==> src/rtl/qaf_pkg.sv <==
// Shared types, constants and helper functions of the attitude fusion block.
package qaf_pkg;

    localparam int CORDIC_STEPS = 30;
    localparam int ROOT_STEPS   = 32;

    localparam logic [1:0] REG_PROP  = 2'd0;
    localparam logic [1:0] REG_INTEG = 2'd1;
    localparam logic [1:0] REG_HALF  = 2'd2;
    localparam logic [1:0] REG_YAWSC = 2'd3;

    localparam logic [31:0] RST_PROP  = 32'd322122547;
    localparam logic [31:0] RST_INTEG = 32'd8589935;
    localparam logic [31:0] RST_HALF  = 32'd536871;
    localparam logic [31:0] RST_YAWSC = 32'd1073741824;

    localparam logic signed [35:0] OP_ONE   = 36'sd1;
    localparam logic signed [35:0] OP_2P14  = 36'sd16384;
    localparam logic signed [35:0] OP_Q30   = 36'sd1073741824;
    localparam logic signed [35:0] OP_DEG   = 36'sd961334477;
    localparam logic signed [35:0] HALF_PI  = 36'sd1686629713;

    localparam logic signed [71:0] W_Q30    = 72'sd1073741824;
    localparam logic signed [71:0] W_QMAX   = 72'sd2147483647;
    localparam logic signed [71:0] W_PITCH  = 72'sd5898240;
    localparam logic signed [71:0] W_ROLL   = 72'sd11796480;
    localparam logic signed [71:0] W_S32MAX = 72'sd2147483647;
    localparam logic signed [71:0] W_S32MIN = -72'sd2147483648;
    localparam logic [63:0]        ONE_P60  = 64'h1000_0000_0000_0000;

    // program entry points
    localparam logic [6:0] PC_YAW   = 7'd65;
    localparam logic [6:0] PC_ANGLE = 7'd68;

    typedef enum logic [3:0] {
        S_IDLE = 4'b0001,
        S_RUN  = 4'b0010,
        S_WAIT = 4'b0100,
        S_OUT  = 4'b1000
    } t_state;

    typedef enum logic [2:0] {
        K_MAC, K_SQRT, K_DIV, K_CORD, K_END
    } t_kind;

    typedef enum logic [1:0] {
        M_LOAD, M_ADD, M_SUB
    } t_mode;

    typedef enum logic [2:0] {
        SH_0, SH_16, SH_29, SH_30, SH_38
    } t_shift;

    typedef enum logic [4:0] {
        WB_NONE, WB_T, WB_T60, WB_V2X, WB_V1X, WB_E, WB_EI, WB_G, WB_R, WB_RN,
        WB_QN, WB_YAW, WB_S, WB_CY, WB_CX, WB_PITCH, WB_ROLL,
        WB_NRM, WB_NRMQ, WB_AN, WB_Q, WB_Z
    } t_wb;

    typedef struct packed {
        logic        start;
        logic        is_root;
        logic [63:0] val;
        logic [31:0] den;
    } t_rd_req;

    typedef struct packed {
        logic        done;
        logic [31:0] result;
    } t_rd_rsp;

    typedef struct packed {
        logic               start;
        logic signed [35:0] x;
        logic signed [35:0] y;
    } t_cd_req;

    typedef struct packed {
        logic               done;
        logic signed [35:0] z;
    } t_cd_rsp;

    function automatic logic [31:0] atan_lut(input logic [4:0] i);
        logic [31:0] r;
        unique case (i)
            5'd0:    r = 32'd843314857;
            5'd1:    r = 32'd497837829;
            5'd2:    r = 32'd263043837;
            5'd3:    r = 32'd133525159;
            5'd4:    r = 32'd67021687;
            5'd5:    r = 32'd33543516;
            5'd6:    r = 32'd16775851;
            5'd7:    r = 32'd8388437;
            5'd8:    r = 32'd4194283;
            5'd9:    r = 32'd2097149;
            default: r = 32'd1 << (5'd30 - i);
        endcase
        return r;
    endfunction

    function automatic logic signed [71:0] sat32(input logic signed [71:0] v);
        logic signed [71:0] r;
        if (v > W_S32MAX) r = W_S32MAX;
        else if (v < W_S32MIN) r = W_S32MIN;
        else r = v;
        return r;
    endfunction

    function automatic logic signed [71:0] sat_sym(input logic signed [71:0] v,
                                                   input logic signed [71:0] lim);
        logic signed [71:0] r;
        if (v > lim) r = lim;
        else if (v < -lim) r = -lim;
        else r = v;
        return r;
    endfunction

    function automatic logic signed [35:0] sx32(input logic [31:0] v);
        return {{4{v[31]}}, v};
    endfunction

    function automatic logic signed [35:0] zx32(input logic [31:0] v);
        return {4'b0000, v};
    endfunction

endpackage

==> src/rtl/qaf_cordic.sv <==
// Iterative vectoring CORDIC giving atan2 in Q.30 radians, one rotation per cycle.
module qaf_cordic (
    input  logic             i_clk,
    input  logic             i_rst_n,
    input  qaf_pkg::t_cd_req i_req,
    output qaf_pkg::t_cd_rsp o_rsp
);
    import qaf_pkg::*;

    logic               r_busy;
    logic               r_done;
    logic [4:0]         r_i;
    logic signed [35:0] r_x;
    logic signed [35:0] r_y;
    logic signed [35:0] r_z;

    logic signed [35:0] xs;
    logic signed [35:0] ys;
    logic signed [35:0] ang;
    logic               zero_in;

    assign xs      = r_x >>> r_i;
    assign ys      = r_y >>> r_i;
    assign ang     = zx32(atan_lut(r_i));
    assign zero_in = (i_req.x == '0) && (i_req.y == '0);

    always_ff @(posedge i_clk) begin
        if (!i_rst_n) begin
            r_busy <= 1'b0;
            r_done <= 1'b0;
            r_i    <= '0;
        end else begin
            r_done <= 1'b0;
            if (i_req.start) begin
                r_i <= '0;
                if (zero_in) begin
                    r_done <= 1'b1;
                end else begin
                    r_busy <= 1'b1;
                end
            end else if (r_busy) begin
                if (r_i == 5'(CORDIC_STEPS - 1)) begin
                    r_busy <= 1'b0;
                    r_done <= 1'b1;
                end else begin
                    r_i <= r_i + 5'd1;
                end
            end
        end
    end

    always_ff @(posedge i_clk) begin
        if (i_req.start) begin
            if (zero_in) begin
                r_z <= '0;
            end else if (i_req.x < 0) begin
                // quarter-turn prerotation into the right half plane
                if (i_req.y >= 0) begin
                    r_x <= i_req.y;
                    r_y <= -i_req.x;
                    r_z <= HALF_PI;
                end else begin
                    r_x <= -i_req.y;
                    r_y <= i_req.x;
                    r_z <= -HALF_PI;
                end
            end else begin
                r_x <= i_req.x;
                r_y <= i_req.y;
                r_z <= '0;
            end
        end else if (r_busy) begin
            if (r_y > 0) begin
                r_x <= r_x + ys;
                r_y <= r_y - xs;
                r_z <= r_z + ang;
            end else begin
                r_x <= r_x - ys;
                r_y <= r_y + xs;
                r_z <= r_z - ang;
            end
        end
    end

    assign o_rsp.done = r_done;
    assign o_rsp.z    = r_z;

endmodule

==> config.mk <==
export PLATFORM = sky130hd
export DESIGN_NAME = qaf_cordic
export DESIGN_NICKNAME = d
export VERILOG_FILES = /design/src/rtl/qaf_pkg.sv /design/src/rtl/qaf_cordic.sv
export SDC_FILE = /design/constraint.sdc
export NUM_CORES = 1
export LEC_CHECK = 0
export ABC_CLOCK_PERIOD_IN_PS = 19380
export BUFFER_PORTS_ARGS = -buffer_cell sky130_fd_sc_hd__buf_2
export CAP_MARGIN = 0
export CORE_MARGIN = 3
export CORE_UTILIZATION = 60
export DETAILED_ROUTE_END_ITERATION = 8
export PLACE_DENSITY = 0.74
export SYNTH_ARGS = -nofsm -noshare
export SYNTH_HDL_FRONTEND = slang
export SYNTH_SLANG_ARGS = --single-unit
==> constraint.sdc <==
create_clock -name i_clk -period 19.38 [get_ports i_clk]
set_input_delay 1.938 -clock i_clk [delete_from_list [all_inputs] [get_ports i_clk]]
set_output_delay 1.938 -clock i_clk [all_outputs]
set_load 0.01 [all_outputs]
* Word-level counts from Yosys, hierarchy flattened
Index checks and enable logic that the tools add are counted.
Word-level totals: register bits after elaboration 115, input port bits 75, output and inout port bits 37, logic and storage cells 70
Operators by class: add/sub/neg operators 10, $lt $le $gt $ge 3, equal/unequal tests 11, shifts and indexed selects 3, mux-type cells 27, bitwise logic cells 2, reduce and logical (&&, ||, !) cells 8
Operators by type and width (number):
- two-way mux 36 bit | 18
- case mux 32 bit (10 select lines) | 1
- adder 36 bit | 2
- zero test 36 bit | 2
- negation 36 bit | 2
- >>> shifter 36 x 5 -> 36 bit | 2
- subtractor 36 bit | 2
- adder 36 x 33 -> 36 bit | 1
- >= comparator 36 x 1 -> 1 bit, second input constant | 1
- > comparator 36 x 1 -> 1 bit, second input constant | 1
- less-than comparator 36 x 1 -> 1 bit, second input constant | 1
- subtractor 36 x 33 -> 36 bit | 1
- << shifter 1 x 5 -> 32 bit, first input constant | 1
- == test 5 x 3 -> 1 bit, second input constant | 4
- == test 5 x 2 -> 1 bit, second input constant | 2
- == test 5 x 4 -> 1 bit, second input constant | 2
- two-way mux 1 bit | 8
- adder 5 x 1 -> 5 bit, second input constant | 1
- == test 5 x 1 -> 1 bit, second input constant | 1
- == test 5 bit, second input constant | 1
- zero test 5 bit | 1
- subtractor 5 bit, first input constant | 1
- AND reduction 2 bit | 2
- inequality test 2 bit, second input constant | 1
- 4 further kinds | 5

* Depth between registers and ports, before layout
word-level depth 7, gate-level depth with buffers 31, depth with buffers taken out 26

* Least setup slack after synthesis
Ideal clock, no wire load.
kind register to register, start point reg r_i[0], end point reg r_z[34] (data pin), setup time 274 ps, arrival time 5835 ps, required time 19106 ps, slack 13270 ps, cell stages (with the launch flop) 30, path buffers 4, clock period less this slack 6110 ps, path through dfxtp_1 buf_6 buf_4 inv_2 buf_2 buf_1 ha_1 or4bb_1 nand2_1 or4_1 clkinv_1 ha_1 inv_1 nor4_1 and4_1 and2_1 inv_1 o21ai_0 xor2_1 ha_1 and3_1 a221oi_1 nor2_1 nor2_1 nand2_1 o21ai_0 nand4b_1 a31oi_1 xor2_1 o21ai_0
On the way: cells in the longest elaborated chain, start to end 7, elaborated cells between the ends (all ways) 18, classes of those cells add/sub (3); eq/ne (9); shift (1); mux (4); reduce/logical (1)
RTL lines:
- start: declaration | line qaf_cordic.sv:12 | logic [4:0] r_i;
- start signal: assignment | line qaf_cordic.sv:46 | r_i <= r_i + 5'd1;
- subtractor 5 bit | line qaf_pkg.sv:96 | default: r = 32'd1 << (5'd30 - i);
- << shifter 1 x 5 -> 32 bit | line qaf_pkg.sv:96
- case mux 32 bit (10 select lines) (*) | line qaf_pkg.sv:85 | unique case (i)
- subtractor 36 x 33 -> 36 bit or adder 36 x 33 -> 36 bit (tied branches) | line qaf_cordic.sv:80, qaf_cordic.sv:76
- two-way mux 36 bit (*) | line qaf_cordic.sv:73 | if (r_y > 0) begin
- two-way mux 36 bit (*) | line qaf_cordic.sv:72 | end else if (r_busy) begin
- two-way mux 36 bit (*) | line qaf_cordic.sv:53 | if (i_req.start) begin
- end signal: assignment | line qaf_cordic.sv:65 | r_z <= -HALF_PI;
- end signal: assignment | line qaf_cordic.sv:76 | r_z <= r_z + ang;
- end signal: assignment | line qaf_cordic.sv:80 | r_z <= r_z - ang;
- end: declaration | line qaf_cordic.sv:15 | logic signed [35:0] r_z;
Every way passes the cells marked *; elsewhere a longest branch is shown, timed or not. The select of a mux whose other input is x is not followed. A chain may end at the register's enable or synchronous reset.

* Final worst setup path
start point reg r_i[1], end point reg r_x[35] (data pin)
On the way: cells in the longest elaborated chain, start to end 5, elaborated cells between the ends (all ways) 6, classes of those cells add/sub (2); shift (1); mux (3)
RTL lines:
- >>> shifter 36 x 5 -> 36 bit (*) | line qaf_cordic.sv:23 | assign ys = r_y >>> r_i;
- subtractor 36 bit or adder 36 bit (tied branches) | line qaf_cordic.sv:78, qaf_cordic.sv:74
- two-way mux 36 bit (*) | line qaf_cordic.sv:73
- two-way mux 36 bit (*) | line qaf_cordic.sv:72
- two-way mux 36 bit (*) | line qaf_cordic.sv:53
- end signal: assignment | line qaf_cordic.sv:59 | r_x <= i_req.y;
- end signal: assignment | line qaf_cordic.sv:74 | r_x <= r_x + ys;
- end signal: assignment | line qaf_cordic.sv:78 | r_x <= r_x - ys;
- end: declaration | line qaf_cordic.sv:13 | logic signed [35:0] r_x;
Marks and branches as above.

==> summary.md <==
| Metric | Value |
|---|---|
| Ratio of cells with drive above 1 in the final layout | between 10% and 20% |
| Worst-Margin Slew | ~1200 ps |
| CP Cell Sequence | buf_4, mux4_2, a222oi_1, o22ai_1, a21oi_2, nand4b_1, nor4b_4, inv_1, o21ai_0, xor2_1, ha_1, a21oi_1, nor2b_1, a2111oi_0, a21oi_1, a211oi_1, a21oi_1, o41ai_1, a21oi_1, xnor2_1, o32ai_1 |
| First-pass GRT wire length | 126 mm |
| Post-synth ARST share | 0% |
| Hpwl dp | 64.4 mm |
| Yosys warnings | 0 |
| Routed vias | 22.5k |
| I/O Buffers | 111 |
| Status | finished clean |
| Core Rows | 68 |
| Routed Wire Length | around 84 mm |
| FF/Latch Area | 3400 um^2 |
| Slowest stage cell, crit path | dfxtp_4 |
| Finished Cell Area | 22300 um^2 |
| Synth Instances | 2571 |
| Final setup violation count | 0 |
| Initial antenna violation count | 6 |
| Area growth from synthesis to layout | 5.25% |
| WP data arrival | 8550 ps |
| Hold buffer count at CTS | 0 |
| Fill cells | a little under 3k |
| Vias in the first global route | 21.1k |
| Drt drc | 0 |
| Post-synthesis area per instance | 8.23 um^2 |
| Fmax | about 120 MHz |
| FF-to-FF path depth | 21 |
| CP required | just under 20000 ps |
| CTS Root Cell | clkbuf_16 |
| Postcts setup bufs | 0 |
| Post-synth top flop | edfxtp_1 |
| CP startpoint kind | flop |
| Worst Skew | 14.9 ps |
| Final Hold Viols | 0 |
| Starting density of the core | 61.1% |
| Clk_lat worst skew | 450 ps |
| Post-DRT Antenna Nets | 0 |
| Power per Cell Area | 219 nW/um^2 |
| Placed Cells | 3002 |
| Total CTS buffers | 17 |
| Top cell by count, worst path | a21oi_1 |
| CP max FO | 54 |
| Setup_tns | 0 ps |
| Post-Syn Area | 21200 um^2 |
| Setup WS post-layout | 11010 ps |
| Placed Area | 21600 um^2 |
| Multi-input logic area | 16700 um^2 |
| CTS resizes | 0 |
| CTS Sinks | 115 |
| Post-synth EDFFs | 108 |
| H-tree levels | 4 |
| Worst Hold Class | reg2reg |
| WHS Path Cells | 2 |
| Deepest clock path buffer count | 2 |
| WS Path Type | reg2reg |
| Layout Cells excl Fill | 3040 |
| WL per Instance | ~28 um |
| Largest net degree at the start of global routing | 73 |
| Drt via density | 7.41 |
| Static leakage | 8.53 nW |
| CORE AREA | roughly 35000 um^2 |
| Die width | ~190 um |
| Gr usage total | 43.0% |
| Worst slew margin | 18.1% |
| Die Ht | 194 um |
| Io pins | about 110 |
| Sequential share of the synthesized area | 16.0% |
| CTS tree | done |
| FF+latch count, synth | 115 |
| Final Critical Period | about 8400 ps |
| Die area | 37600 um^2 |
| GP Congestion | 1.09 |
| Max Slew Vio Count | 0 |
| CP endpoint kind | flop |
| Library cells used by synthesis | 109 |
| Nets@finish | roughly 2.8k |
| RSZ-0062 raised after global routing | false |
| Dpl ws | 11370 ps |
| Tcrit/Tclk final | 43.2% |
| Clock slew at reported path FFs | 60 ps |
| Total grt overflow | 0 |
| Peak VDD IR | 0.000210 V |
| 1st-pass router iterations | 6 |
| Max-cap check violation count | 0 |
| DR iter-0 viols | just over 3k |
| CP peak stage delay | approximately 830 ps |
| Syn Nets | around 2.8k |
registers in the layout, indices dropped and copies added, names as in the netlist:
register  flops
r_x          36
r_y          36
r_z          36
r_i           5
r_busy        1
r_done        1
worst max-delay path: cells and delay by family, from the launching register on:
kind | cells | cell delay (ps)
compound gates | 12 | 3690
simple gates | 3 | 1180
flops | 1 | 830
buf+inv | 2 | 730
xor+xnor | 2 | 640
mux | 1 | 620
fa+ha+maj | 1 | 380
logic make-up (layout without fill, tap and decap cells):
logic type                 after synthesis  after routing  synth area share [%]
other                                    0              7                     0
and+or+nand+nor                        782            782                  18.9
buffers and inverters                  228            235                  5.42
DFF                                    115            115                  16.0
muxes                                  216            216                  15.5
xor gates and xnor gates               227            227                  9.39
AOI/OAI and AO/OA                      885            885                  27.7
adders and majority gates              118            118                  7.08
path summary, 6_finish.rpt:
kind	startpoint	end	slack (ps)
setup reg to reg	r_i[1]	r_x[35]	11010
setup / recovery	r_i[1]	r_x[35]	11010
hold / removal	r_busy	r_done	510
hold reg to reg	r_busy	r_done	510
power by group:
group | internal, mW | leakage [nW] | switching [mW] | total (mW)
combinational | 1.53 | 7.06 | 2.22 | 3.75
sequential | 0.478 | 1.16 | 0.301 | 0.779
clock | 0.226 | 0.301 | 0.127 | 0.353
cells in the mapped netlist, drive strengths merged, types with 9 or more instances:
master | number | area, um^2
o21a | 29 | 218
o21ai | 214 | 1080
nor3 | 50 | 250
mux2i | 76 | 761
a21oi | 192 | 968
nor2b | 23 | 144
o41ai | 11 | 115
o21bai | 17 | 128
or2 | 21 | 131
nand3b | 10 | 75.1
and2 | 30 | 190
a2111oi | 11 | 96.3
a21o | 51 | 383
edfxtp | 108 | 3240
mux4 | 83 | 1870
or3 | 20 | 125
buf | 82 | 596
nand2 | 229 | 870
nand4 | 20 | 153
o22ai | 30 | 194
nand3 | 51 | 255
xor2 | 108 | 946
o22a | 9 | 78.8
o211ai | 90 | 681
a211oi | 22 | 165
and3 | 19 | 119
nor3b | 11 | 82.6
o31ai | 34 | 255
a31oi | 32 | 200
nor4 | 32 | 264
o221ai | 12 | 105
nor2 | 183 | 687
mux2 | 57 | 649
xnor2 | 119 | 1040
or4 | 14 | 109
a221oi | 16 | 140
ha | 115 | 1440
a21boi | 12 | 90.1
clkbuf | 82 | 312
nand2b | 42 | 263
inv | 63 | 236
stage by stage:
stage               util, %  power [mW]  hold WS [ps]
global placement       62.5        4.28           485
CTS                    64.3        4.74           506
detailed placement     62.5        4.36           491
finish                 64.3        4.88           509
floorplan                 -        3.33           466
global route           64.3        5.20           537
area by class of cell:
type,instances,area share (%)
Sequential cell,115,15.2
Clock inverter,11,0.831
Multi-Input combinational cell,2228,74.8
Clock buffer,20,1.96
Antenna cell,7,0.0786
Timing Repair Buffer,140,3.49
Tap cell,455,2.56
Inverter,64,1.08
routing by layer:
layer / wire [um] / up-vias / GRT usage (%)
met3: 10000 / 379 / 11.3
met1: 30200 / 10700 / 51.7
met2: 37500 / 1543 / 67.6
met4: 6800 / 2 / 29.3
met5: 13 / - / 0
li1: - / 9903 / -
placed cells by master (no fill, tap or decap), types with 76 or more instances in the layout:
cell and count:
mux4_2 82, xnor2_1 119, o21ai_0 204, buf_2 109, xor2_1 108, edfxtp_1 108, a21oi_1 190, mux2i_1 76
nor2_1 182, nand2_1 227, o211ai_1 89, ha_1 115
(Power assumes the default switching activity.)
