===== config.mk =====
export PLATFORM = sky130hd
export DESIGN_NAME = qaf_rootdiv
export DESIGN_NICKNAME = d
export VERILOG_FILES = /design/src/rtl/qaf_pkg.sv /design/src/rtl/qaf_rootdiv.sv
export SDC_FILE = /design/constraint.sdc
export NUM_CORES = 1
export LEC_CHECK = 0
export ABC_AREA = 1
export BUFFER_PORTS_ARGS = -buffer_cell sky130_fd_sc_hd__buf_2
export CAP_MARGIN = 25
export CELL_PAD_IN_SITES_DETAIL_PLACEMENT = 0
export CELL_PAD_IN_SITES_GLOBAL_PLACEMENT = 1
export CORE_MARGIN = 1
export CORE_UTILIZATION = 45
export CTS_BUF_LIST = sky130_fd_sc_hd__clkbuf_4 sky130_fd_sc_hd__clkbuf_8
export DETAILED_ROUTE_END_ITERATION = 12
export PLACE_DENSITY = 0.93
export SETUP_SLACK_MARGIN = 0.15
export SLEW_MARGIN = 5
export SYNTH_ARGS = -nofsm -noshare
export SYNTH_HDL_FRONTEND = slang
export SYNTH_SLANG_ARGS = --single-unit

===== constraint.sdc =====
create_clock -name i_clk -period 5.8 [get_ports i_clk]
set_input_delay 0.29 -clock i_clk [delete_from_list [all_inputs] [get_ports i_clk]]
set_output_delay 0.29 -clock i_clk [all_outputs]
set_load 0.01 [all_outputs]

===== src/rtl/qaf_pkg.sv =====
// Shared types, constants and helper functions of the attitude fusion block.
package qaf_pkg;

    localparam int CORDIC_STEPS = 30;
    localparam int ROOT_STEPS   = 32;

    localparam logic [1:0] REG_PROP  = 2'd0;
    localparam logic [1:0] REG_INTEG = 2'd1;
    localparam logic [1:0] REG_HALF  = 2'd2;
    localparam logic [1:0] REG_YAWSC = 2'd3;

    localparam logic [31:0] RST_PROP  = 32'd322122547;
    localparam logic [31:0] RST_INTEG = 32'd8589935;
    localparam logic [31:0] RST_HALF  = 32'd536871;
    localparam logic [31:0] RST_YAWSC = 32'd1073741824;

    localparam logic signed [35:0] OP_ONE   = 36'sd1;
    localparam logic signed [35:0] OP_2P14  = 36'sd16384;
    localparam logic signed [35:0] OP_Q30   = 36'sd1073741824;
    localparam logic signed [35:0] OP_DEG   = 36'sd961334477;
    localparam logic signed [35:0] HALF_PI  = 36'sd1686629713;

    localparam logic signed [71:0] W_Q30    = 72'sd1073741824;
    localparam logic signed [71:0] W_QMAX   = 72'sd2147483647;
    localparam logic signed [71:0] W_PITCH  = 72'sd5898240;
    localparam logic signed [71:0] W_ROLL   = 72'sd11796480;
    localparam logic signed [71:0] W_S32MAX = 72'sd2147483647;
    localparam logic signed [71:0] W_S32MIN = -72'sd2147483648;
    localparam logic [63:0]        ONE_P60  = 64'h1000_0000_0000_0000;

    // program entry points
    localparam logic [6:0] PC_YAW   = 7'd65;
    localparam logic [6:0] PC_ANGLE = 7'd68;

    typedef enum logic [3:0] {
        S_IDLE = 4'b0001,
        S_RUN  = 4'b0010,
        S_WAIT = 4'b0100,
        S_OUT  = 4'b1000
    } t_state;

    typedef enum logic [2:0] {
        K_MAC, K_SQRT, K_DIV, K_CORD, K_END
    } t_kind;

    typedef enum logic [1:0] {
        M_LOAD, M_ADD, M_SUB
    } t_mode;

    typedef enum logic [2:0] {
        SH_0, SH_16, SH_29, SH_30, SH_38
    } t_shift;

    typedef enum logic [4:0] {
        WB_NONE, WB_T, WB_T60, WB_V2X, WB_V1X, WB_E, WB_EI, WB_G, WB_R, WB_RN,
        WB_QN, WB_YAW, WB_S, WB_CY, WB_CX, WB_PITCH, WB_ROLL,
        WB_NRM, WB_NRMQ, WB_AN, WB_Q, WB_Z
    } t_wb;

    typedef struct packed {
        logic        start;
        logic        is_root;
        logic [63:0] val;
        logic [31:0] den;
    } t_rd_req;

    typedef struct packed {
        logic        done;
        logic [31:0] result;
    } t_rd_rsp;

    typedef struct packed {
        logic               start;
        logic signed [35:0] x;
        logic signed [35:0] y;
    } t_cd_req;

    typedef struct packed {
        logic               done;
        logic signed [35:0] z;
    } t_cd_rsp;

    function automatic logic [31:0] atan_lut(input logic [4:0] i);
        logic [31:0] r;
        unique case (i)
            5'd0:    r = 32'd843314857;
            5'd1:    r = 32'd497837829;
            5'd2:    r = 32'd263043837;
            5'd3:    r = 32'd133525159;
            5'd4:    r = 32'd67021687;
            5'd5:    r = 32'd33543516;
            5'd6:    r = 32'd16775851;
            5'd7:    r = 32'd8388437;
            5'd8:    r = 32'd4194283;
            5'd9:    r = 32'd2097149;
            default: r = 32'd1 << (5'd30 - i);
        endcase
        return r;
    endfunction

    function automatic logic signed [71:0] sat32(input logic signed [71:0] v);
        logic signed [71:0] r;
        if (v > W_S32MAX) r = W_S32MAX;
        else if (v < W_S32MIN) r = W_S32MIN;
        else r = v;
        return r;
    endfunction

    function automatic logic signed [71:0] sat_sym(input logic signed [71:0] v,
                                                   input logic signed [71:0] lim);
        logic signed [71:0] r;
        if (v > lim) r = lim;
        else if (v < -lim) r = -lim;
        else r = v;
        return r;
    endfunction

    function automatic logic signed [35:0] sx32(input logic [31:0] v);
        return {{4{v[31]}}, v};
    endfunction

    function automatic logic signed [35:0] zx32(input logic [31:0] v);
        return {4'b0000, v};
    endfunction

endpackage


===== src/rtl/qaf_rootdiv.sv =====
// Radix-2 shared unit: floor square root of 64 bits or truncating divide by 32 bits.
module qaf_rootdiv (
    input  logic             i_clk,
    input  logic             i_rst_n,
    input  qaf_pkg::t_rd_req i_req,
    output qaf_pkg::t_rd_rsp o_rsp
);
    import qaf_pkg::*;

    logic        r_busy;
    logic        r_done;
    logic [5:0]  r_cnt;
    logic        r_root;
    logic        r_neg;
    logic [35:0] r_rem;
    logic [31:0] r_res;
    logic [63:0] r_src;
    logic [31:0] r_den;

    logic [63:0] mag;
    logic [35:0] shifted;
    logic [35:0] trial;
    logic [35:0] diff;
    logic        fits;

    assign mag = i_req.val[63] ? (~i_req.val + 64'd1) : i_req.val;

    always_comb begin
        if (r_root) begin
            shifted = {r_rem[33:0], r_src[63:62]};
            trial   = {2'b00, r_res, 2'b01};
        end else begin
            shifted = {r_rem[34:0], r_src[63]};
            trial   = {4'b0000, r_den};
        end
        fits = (shifted >= trial);
        diff = shifted - trial;
    end

    always_ff @(posedge i_clk) begin
        if (!i_rst_n) begin
            r_busy <= 1'b0;
            r_done <= 1'b0;
            r_cnt  <= '0;
        end else begin
            r_done <= 1'b0;
            if (i_req.start) begin
                r_busy <= 1'b1;
                r_cnt  <= 6'(ROOT_STEPS);
            end else if (r_busy) begin
                r_cnt <= r_cnt - 6'd1;
                if (r_cnt == 6'd1) begin
                    r_busy <= 1'b0;
                    r_done <= 1'b1;
                end
            end
        end
    end

    always_ff @(posedge i_clk) begin
        if (i_req.start) begin
            r_root <= i_req.is_root;
            r_den  <= i_req.den;
            r_res  <= '0;
            if (i_req.is_root) begin
                r_rem <= '0;
                r_src <= i_req.val;
                r_neg <= 1'b0;
            end else begin
                // quotient is known to fit 32 bits, so the top half starts the remainder
                r_rem <= {4'b0000, mag[63:32]};
                r_src <= {mag[31:0], 32'd0};
                r_neg <= i_req.val[63];
            end
        end else if (r_busy) begin
            r_rem <= fits ? diff : shifted;
            r_res <= {r_res[30:0], fits};
            r_src <= r_root ? {r_src[61:0], 2'b00} : {r_src[62:0], 1'b0};
        end
    end

    assign o_rsp.done   = r_done;
    assign o_rsp.result = r_neg ? (~r_res + 32'd1) : r_res;

endmodule


After elaboration in Yosys (flattened, before gate mapping)

Index checks and enable logic that the tools add are counted.

Bits in registers: 173
Output and inout port bits: 33
Word-level logic and storage cells: 41

Add/sub/neg operators: 4
Magnitude comparators: 1
Equality and inequality tests: 1
Multiplexer cells: 18
Bitwise logic cells: 4
Reductions and logical operators: 3

Operator list:

| operator                                                            | number |
|---|---|
| 64-bit 2-to-1 mux                                                   | 5 |
| 35-bit 2-to-1 mux                                                   | 3 |
| 64-bit by 1-bit adder with 64-bit output (second input constant)    | 1 |
| 32-bit 2-to-1 mux                                                   | 2 |
| 64-bit NOT                                                          | 1 |
| 36-bit by 34-bit greater-or-equal comparator with 1-bit output      | 1 |
| 36-bit 2-to-1 mux                                                   | 1 |
| 35-bit by 34-bit subtractor with 35-bit output                      | 1 |
| 34-bit 2-to-1 mux                                                   | 1 |
| 32-bit by 1-bit adder with 32-bit output (second input constant)    | 1 |
| 32-bit NOT                                                          | 1 |
| 6-bit 2-to-1 mux                                                    | 2 |
| 6-bit by 1-bit == test with 1-bit output (second input constant)    | 1 |
| 6-bit by 1-bit subtractor with 6-bit output (second input constant) | 1 |
| 1-bit 2-to-1 mux                                                    | 4 |
| 3-bit OR reduction                                                  | 1 |
| 1-bit NOT                                                           | 2 |
| 2-bit nonzero test                                                  | 1 |
| 2-bit OR reduction                                                  | 1 |

Depth between registers and ports, before layout

Gate-level depths: netlist of run 1.

Depth after elaboration: 5
Mapped depth: 22
Mapped depth without buffers: 20

Worst setup path before layout of run 1

No wires, ideal clock.

Kind: register to register
From: register r_busy
To: register r_rem[0] (enable)
Library setup time: 0.502 ns
Arrival: 3.597 ns
Path slack: 1.701 ns
Cell stages (with the launch flop): 5
Path buffers: 2
Cell sequence: dfxtp_1 > clkbuf_1 > nor2_1 > clkinv_1 > clkbuf_1

Word-level cells in the longest chain between the ends: 1

Ends and longest elaborated chain:

| what                                | line              | RTL |
|---|---|---|
| start, declared                     | qaf_rootdiv.sv:10 | `logic r_busy;` |
| start signal, assigned              | qaf_rootdiv.sv:42 | `r_busy <= 1'b0;` |
| start signal, assigned              | qaf_rootdiv.sv:48 | `r_busy <= 1'b1;` |
| start signal, assigned              | qaf_rootdiv.sv:53 | `r_busy <= 1'b0;` |
| 2-bit nonzero test (no source line) | --                |  |
| end signal, assigned                | qaf_rootdiv.sv:71 | `r_rem <= {4'b0000, mag[63:32]};` |
| end signal, assigned                | qaf_rootdiv.sv:76 | `r_rem <= fits ? diff : shifted;` |
| end, declared                       | qaf_rootdiv.sv:15 | `logic [35:0] r_rem;` |

Every way passes these cells.
A chain may end at the register's enable or synchronous reset.

Final worst setup path of run 1

From: register r_root
To: register r_rem[26] (data pin)

Word-level cells in the longest chain between the ends: 5
Elaborated cells on any way between the ends: 7
Those cells by class: add/sub: 1; order compare: 1; mux: 5

Ends and longest elaborated chain:

| what                                                                                                                             | line                                 | RTL |
|---|---|---|
| start, declared                                                                                                                  | qaf_rootdiv.sv:13                    | `logic r_root;` |
| start signal, assigned                                                                                                           | qaf_rootdiv.sv:62                    | `r_root <= i_req.is_root;` |
| 36-bit 2-to-1 mux or 34-bit 2-to-1 mux (tied branches)                                                                           | qaf_rootdiv.sv:29                    | `if (r_root) begin` |
| 35-bit by 34-bit subtractor with 35-bit output or 36-bit by 34-bit greater-or-equal comparator with 1-bit output (tied branches) | qaf_rootdiv.sv:37, qaf_rootdiv.sv:36 |  |
| 35-bit 2-to-1 mux *                                                                                                              | qaf_rootdiv.sv:76                    |  |
| 35-bit 2-to-1 mux *                                                                                                              | qaf_rootdiv.sv:75                    | `end else if (r_busy) begin` |
| 35-bit 2-to-1 mux *                                                                                                              | qaf_rootdiv.sv:61                    | `if (i_req.start) begin` |

Mark *: on every way between the ends. The rest lies on a longest branch, timed or not. The select of a mux whose other input is x is not followed.

==> impl_metrics.env, run 1 <==
export IMPL_startpoint_type="register"
export IMPL_fillerInstances=3152
export IMPL_layout_min_cycle_time_ps=3870
export IMPL_path_max_fanout=56
export IMPL_grt_max_degree=158
export IMPL_netlist_area_um2=14200
export IMPL_antenna_found_initial=1
export IMPL_crit_path_end_kind="register"
export IMPL_layout_drive_gt1_share_pct=11.5
export IMPL_num_rows=64
export IMPL_period_share_pct=66.7
export IMPL_die_area_um2=32300
export IMPL_die_w_um=180
export IMPL_port_buffers=132
export IMPL_setup_tns_ps=0
export IMPL_crit_type="register to register"
export IMPL_synth_seq_cells=173
export IMPL_hold_end="r_busy"
export IMPL_worstHoldStart="i_rst_n"
export IMPL_synth_ff_type="edfxtp_1"
export IMPL_min_path_cells=3
export IMPL_drt_iter0_markers=1356
export IMPL_tritoncts="built"
export IMPL_r2r_worst_path_cells=17
export IMPL_cts_max_level=4
export IMPL_cts_max_path_buffers=2
export IMPL_avgSynthCellArea_um2=6.73
export IMPL_max_slew_margin_pct=36.5
export IMPL_clock_latency_ps=500
export IMPL_grt_pass1_vias=13700
export IMPL_clock_sinks=173
export IMPL_leakagePower_nw=7.43
export IMPL_synthCells=2110
export IMPL_grtUsageMet3_pct=4.19
export IMPL_fin_ws_ps=1930
export IMPL_grt_pass1_wl_um=76700
export IMPL_final_max_slew_viol_count=0
export IMPL_layout_commonest_cell="nand2_1"
export IMPL_reg2reg_slack_ps=1930
export IMPL_total_power_w=0.00482
export IMPL_critPathArrivalTime_ps=4130
export IMPL_pin_count=133
export IMPL_ys_seq_area_share_pct=33.8
export IMPL_status="finished with violations"
export IMPL_dp_hpwl_um=37700
export IMPL_overflow=0
export IMPL_clk_pin_slew_worst_paths_ps=110
export IMPL_busiest_layer="met2"
export IMPL_hold_viol_final=0
export IMPL_required_ps=6060
export IMPL_grt_met2_usage_pct=52.7
export IMPL_root_buffer="clkbuf_8"
export IMPL_yosys_cell_types_count=53
export IMPL_cts_buffers=17
export IMPL_wl_um=49600
export IMPL_fmax_ghz=0.258
export IMPL_synth_fp_nets=2249
export IMPL_ant_nets=0
export IMPL_nets=2363
export IMPL_synth_edff_count=133
export IMPL_synthArstFlopShare_pct=0
export IMPL_via_per_inst=5.57
export IMPL_vias=14700
export IMPL_powerDensity_nw_per_um2=304
export IMPL_violations="design-rule violations"
export IMPL_tightest_slew_ps=952
export IMPL_firstDrtPassIters=10
export IMPL_rsz0062_at_grt="false"
export IMPL_reg2reg_to="r_rem[26]"
export IMPL_wl_per_cell_um=18.8
export IMPL_place_ws_ps=2000
export IMPL_setup_viol=0
export IMPL_drc=9
export IMPL_die_y_um=180
export IMPL_gp_congestion=1.01
export IMPL_rr_startpoint="r_root"
export IMPL_fin_skew_ps=17.4
export IMPL_core_area_um2=30800
export IMPL_final_cell_mix="nand2_1, inv_1, nor2_1"
export IMPL_use_met1_pct=38.0
export IMPL_synthesis_yosys_warnings=0
export IMPL_gr_usage_all_layers_pct=30.5
export IMPL_cts_setup_buffers=0
export IMPL_area_delta_synth_final_pct=11.6
export IMPL_hold_class="primary input to register"
export IMPL_start_util_pct=46.0
export IMPL_vdd_ir_drop_max_mv=0.206
export IMPL_drv_cap=0
## critical path: stages, from the launching register on
cell and delay (ps):
edfxtp_1 450, inv_2 690, or2_2 230, o21ai_0 110, inv_1 150, ha_1 300
nand2_1 90, nand2_1 70, a21oi_1 190, nand2_1 100, nand2_1 80, nand3_2 120
nor2_8 460, nand2_8 290, nand2_1 130, nand2_1 50, nand2_1 50, nand2_1 50
## report_power, final
part	internal, W	total [W]	switching [W]
registers	0.00156	0.00164	0.0000850
clock network	0.000379	0.000940	0.000561
logic	0.000749	0.00224	0.00149
## synthesized netlist by cell type (5+ instances only)
| cell | instances | area (µm²) |
|---|---|---|
| o22ai_1 | 31 | 194 |
| nand3_2 | 6 | 60.1 |
| dfxtp_1 | 40 | 801 |
| buf_2 | 19 | 95.1 |
| nand2_1 | 565 | 2120 |
| a22oi_1 | 7 | 52.6 |
| nand2_2 | 9 | 56.3 |
| nor3_1 | 15 | 75.1 |
| nor2_1 | 248 | 931 |
| o31ai_1 | 8 | 60.1 |
| o221ai_1 | 14 | 123 |
| inv_1 | 284 | 1070 |
| nor2_2 | 10 | 62.6 |
| a21oi_1 | 68 | 340 |
| nand4_1 | 45 | 282 |
| nand3_1 | 165 | 826 |
| o21ai_1 | 10 | 50.1 |
| xnor2_1 | 16 | 140 |
| inv_2 | 11 | 41.3 |
| buf_1 | 5 | 18.8 |
| buf_4 | 5 | 37.5 |
| or2_2 | 29 | 181 |
| clkbuf_1 | 48 | 180 |
| nand3b_1 | 11 | 82.6 |
| xor2_1 | 51 | 447 |
| o21ai_0 | 140 | 701 |
| clkinv_1 | 5 | 18.8 |
| o32ai_1 | 27 | 236 |
| ha_1 | 38 | 475 |
| edfxtp_1 | 133 | 3990 |
## state kept, by name (all words and copies together) (netlist names)
signal / flops
r_busy: 1
r_cnt: 6
r_den: 32
r_done: 1
r_neg: 1
r_rem: 35
r_res: 32
r_root: 1
r_src: 64
## layer usage
layer	routed length (µm)	share of wire, %
met1	20600	42
met2	23800	48
met3	3160	6.4
met4	2030	4.1
met5	0	0
## cell type report
cell class	instances	area, µm²	area share [%]
Sequential cell	173	4790	30.3
Tap cell	396	495	3.13
Timing Repair Buffer	175	1100	6.94
Multi-Input combinational cell	1557	7910	49.9
Inverter	300	1130	7.12
Clock inverter	14	166	1.05
Clock buffer	18	248	1.56
Antenna cell	1	2.50	0.0158
## worst max-delay path by stage
stage	startpoint	end	slack [ps]	cells past startpoint
after floorplan	r_busy	r_rem[0]	1700	4
after global placement	r_root	r_rem[26]	2020	13
after detailed placement	r_root	r_rem[26]	2000	17
after CTS	r_root	r_rem[26]	1980	17
after global routing	r_root	r_rem[26]	1610	17
final	r_root	r_rem[26]	1930	17
## cell families after synthesis
group	synth area share, %
compound gates	13.3
xor+xnor	4.13
fa+ha+maj	3.49
buf+inv	10.5
flops	33.8
mux	0.141
simple gates	34.6
## what timing repair did
action | CTS | global route
hold buffers | 32 | 0
resized for setup | 0 | 0
hold endpoints to repair | 32 | 0
setup endpoints to repair | 0 | 0
## per-stage QoR
stage          cell area [µm²]  std cells  hold WS [ps]  util [%]
6_report                 15800       2634          30.0      51.4
5_1_grt                  15800       2634          23.1      51.4
4_1_cts                  15800       2632          1.83      51.3
3_3_place_gp             15100       2568           468      48.9
2_1_floorplan            14200       2110           389         -
3_5_place_dp             15100       2568           468      48.9
Power figures use the tool's default switching activity.
==> inputs of run 2 (changes only) <==
--- a/config.mk
+++ b/config.mk
@@ -11,10 +11,10 @@
 export CELL_PAD_IN_SITES_DETAIL_PLACEMENT = 0
 export CELL_PAD_IN_SITES_GLOBAL_PLACEMENT = 1
 export CORE_MARGIN = 1
-export CORE_UTILIZATION = 45
+export CORE_UTILIZATION = 40
 export CTS_BUF_LIST = sky130_fd_sc_hd__clkbuf_4 sky130_fd_sc_hd__clkbuf_8
 export DETAILED_ROUTE_END_ITERATION = 12
-export PLACE_DENSITY = 0.93
+export PLACE_DENSITY = 0.88
 export SETUP_SLACK_MARGIN = 0.15
 export SLEW_MARGIN = 5
 export SYNTH_ARGS = -nofsm -noshare
==> constraint.sdc (replaced) <==
create_clock -name i_clk -period 3.36 [get_ports i_clk]
set_input_delay 0.168 -clock i_clk [delete_from_list [all_inputs] [get_ports i_clk]]
set_output_delay 0.168 -clock i_clk [all_outputs]
set_load 0.01 [all_outputs]
==> run 2 against run 1 <==
Against the previous run: the run now ends clean; design area increased by 7.1%; core utilization is 2.5 points lower; via count grew 2.5%; sequential share of layout area decreased by 2.0 points; fmax rose by 21%; non-clock buffer count rose by 60; clock skew is 3.9 ps higher; critical path depth shrank 2; wire length grew 11%; combinational power rose by 110%; power is 91% higher; die area up 12%.
==> impl_metrics.env, run 2 (synthesis results as in run 1) <==
export IMPL_status="completed"
export IMPL_drc=0
export IMPL_start_util_pct=40.9
export IMPL_period_share_pct=94.9
export IMPL_max_slew_margin_pct=34.5
export IMPL_clock_latency_ps=500
export IMPL_fin_skew_ps=21.4
export IMPL_nets=2424
export IMPL_die_w_um=190
export IMPL_grt_max_degree=89
export IMPL_setup_tns_ps=0
export IMPL_firstDrtPassIters=6
export IMPL_final_max_slew_viol_count=0
export IMPL_vdd_ir_drop_max_mv=0.317
export IMPL_slowest_delay_ps=490
export IMPL_antenna_found_initial=2
export IMPL_rsz0062_at_grt="true"
export IMPL_slowest_stage="edfxtp_1"
export IMPL_switching_share_pct=43.8
export IMPL_largest_reg_flops=64
export IMPL_reg2reg_to="r_rem[3]"
export IMPL_tightest_slew_ps=976
export IMPL_startpoint="r_root"
export IMPL_layout_drive_gt1_share_pct=16.4
export IMPL_hold_class="primary input to register"
export IMPL_dpl_instance_area_um2=15500
export IMPL_path_cells="buf_6 -> buf_6 -> o21ai_0 -> ha_4 -> nand2_1 -> nor2_2 -> nand2_2 -> nor2_4 -> nand3_1 -> nand3_2 -> nor2_8 -> clkbuf_16 -> nand3_1 -> nand3_1 -> nand2_1"
export IMPL_r2r_worst_path_cells=15
export IMPL_path_max_fanout=22
export IMPL_cts_max_path_buffers=2
export IMPL_tritoncts="built"
export IMPL_power_clock_fraction_pct=17.5
export IMPL_area_delta_synth_final_pct=19.5
export IMPL_wl_per_cell_um=19.9
export IMPL_via_per_inst=5.46
export IMPL_drt_iter0_markers=1264
export IMPL_pin_count=133
export IMPL_clock_sinks=173
export IMPL_grt_pass1_vias=14000
export IMPL_final_cell_mix="nand2_1, inv_1, nor2_1"
export IMPL_die_y_um=190
export IMPL_startpoint_type="register"
export IMPL_p_sw_w=0.00404
export IMPL_core_area_um2=34700
export IMPL_hold_viol_final=0
export IMPL_ant_nets=0
export IMPL_required_ps=3610
export IMPL_setup_viol=0
export IMPL_layout_min_cycle_time_ps=3190
export IMPL_seqPwrFrac_pct=30.8
export IMPL_fin_ws_ps=172
export IMPL_grt_pass1_wl_um=79500
export IMPL_total_power_w=0.00922
export IMPL_largest_register="r_src"
export IMPL_port_buffers=132
export IMPL_leakagePower_nw=7.81
export IMPL_place_ws_ps=112
export IMPL_wl_um=54900
export IMPL_powerDensity_nw_per_um2=544
export IMPL_vias=15000
export IMPL_dp_hpwl_um=40700
export IMPL_rr_startpoint="r_root"
export IMPL_fin_area_um2=17000
export IMPL_critPathArrivalTime_ps=3440
export IMPL_top_regs="r_src x64, r_rem x35"
export IMPL_crit_type="register to register"
export IMPL_reg2reg_slack_ps=170
export IMPL_crit_path_end_kind="register"
export IMPL_root_buffer="clkbuf_8"
export IMPL_num_rows=68
export IMPL_clk_pin_slew_worst_paths_ps=110
export IMPL_p_int_w=0.00518
export IMPL_drv_cap=0
export IMPL_path_common_cell="nand3_1"
export IMPL_p_comb_share_pct=51.7
export IMPL_gp_congestion=0.967
export IMPL_cts_max_level=4
export IMPL_layout_commonest_cell="nand2_1"
export IMPL_fmax_ghz=0.314
export IMPL_cts_buffers=17
export IMPL_gr_usage_all_layers_pct=28.9
export IMPL_overflow=0
export IMPL_cp_endpoint="r_rem[3]"
export IMPL_die_area_um2=36200
==> run 2: changes by cell type in the layout (fill, tap and decap cells not counted), sizes merged <==
cell	change
buf	+53
clkbuf	+6
nand2	+1
dlygate4sd3	+2
clkinv	-2
bufinv	+1
==> run 2: worst min-delay path by stage <==
stage	startpoint	to	slack, ps	cells past startpoint
after CTS	i_req[50]	r_src[18]	20	3
after detailed placement	i_req[29]	r_den[29]	350	1
final	i_req[73]	r_src[41]	50	3
after floorplan	i_req[0]	r_den[0]	270	0
after global routing	i_req[50]	r_src[18]	40	3
after global placement	i_req[11]	r_den[11]	350	1
==> run 2: routing by layer <==
layer  wire [µm]  global-route usage (%)
met4        2590                    11.9
met1       22500                    36.2
met3        3420                    3.72
met2       26400                    49.8
met5           0                       0
==> run 2: per-stage QoR <==
stage / cells / util (%) / hold slack [ps]
final: 2754 / 48.9 / 49.6
after global placement: 2663 / 44.6 / 345
after floorplan: 2110 / - / 267
after global routing: 2754 / 48.9 / 37.0
after detailed placement: 2663 / 44.6 / 346
after CTS: 2729 / 46.9 / 22.5
==> run 2: cell type report <==
class / count / area [µm²]
Timing Repair Buffer: 235 / 1720
Tap cell: 455 / 569
Clock buffer: 19 / 255
Clock inverter: 13 / 151
Antenna cell: 1 / 2.50
Multi-Input combinational cell: 1558 / 8340
Fill cell: 3525 / 17800
Inverter: 300 / 1130
Sequential cell: 173 / 4790
==> run 2: what timing repair did <==
item	CTS	global route
buffers inserted	0	16
hold endpoints to repair	35	0
pin swaps	1	8
cloned	0	8
setup endpoints to repair	21	36
gates resized for setup	10	120
hold buffers	34	0
==> run 2: worst max-delay path: cells and delay by family (launching register included) <==
kind	cells	cell delay, ps
flops	1	490
simple gates	10	1080
compound gates	1	450
buf+inv	3	610
fa+ha+maj	1	300
==> run 2: power groups by stage <==
stage | registers [W] | clock network [W] | logic (W)
after CTS | 0.00281 | 0.00164 | 0.00416
final | 0.00284 | 0.00161 | 0.00476
after detailed placement | 0.00286 | 0 | 0.00405
after global routing | 0.00287 | 0.00170 | 0.00522
after global placement | 0.00285 | 0 | 0.00403
after floorplan | 0.00281 | 0 | 0.00280
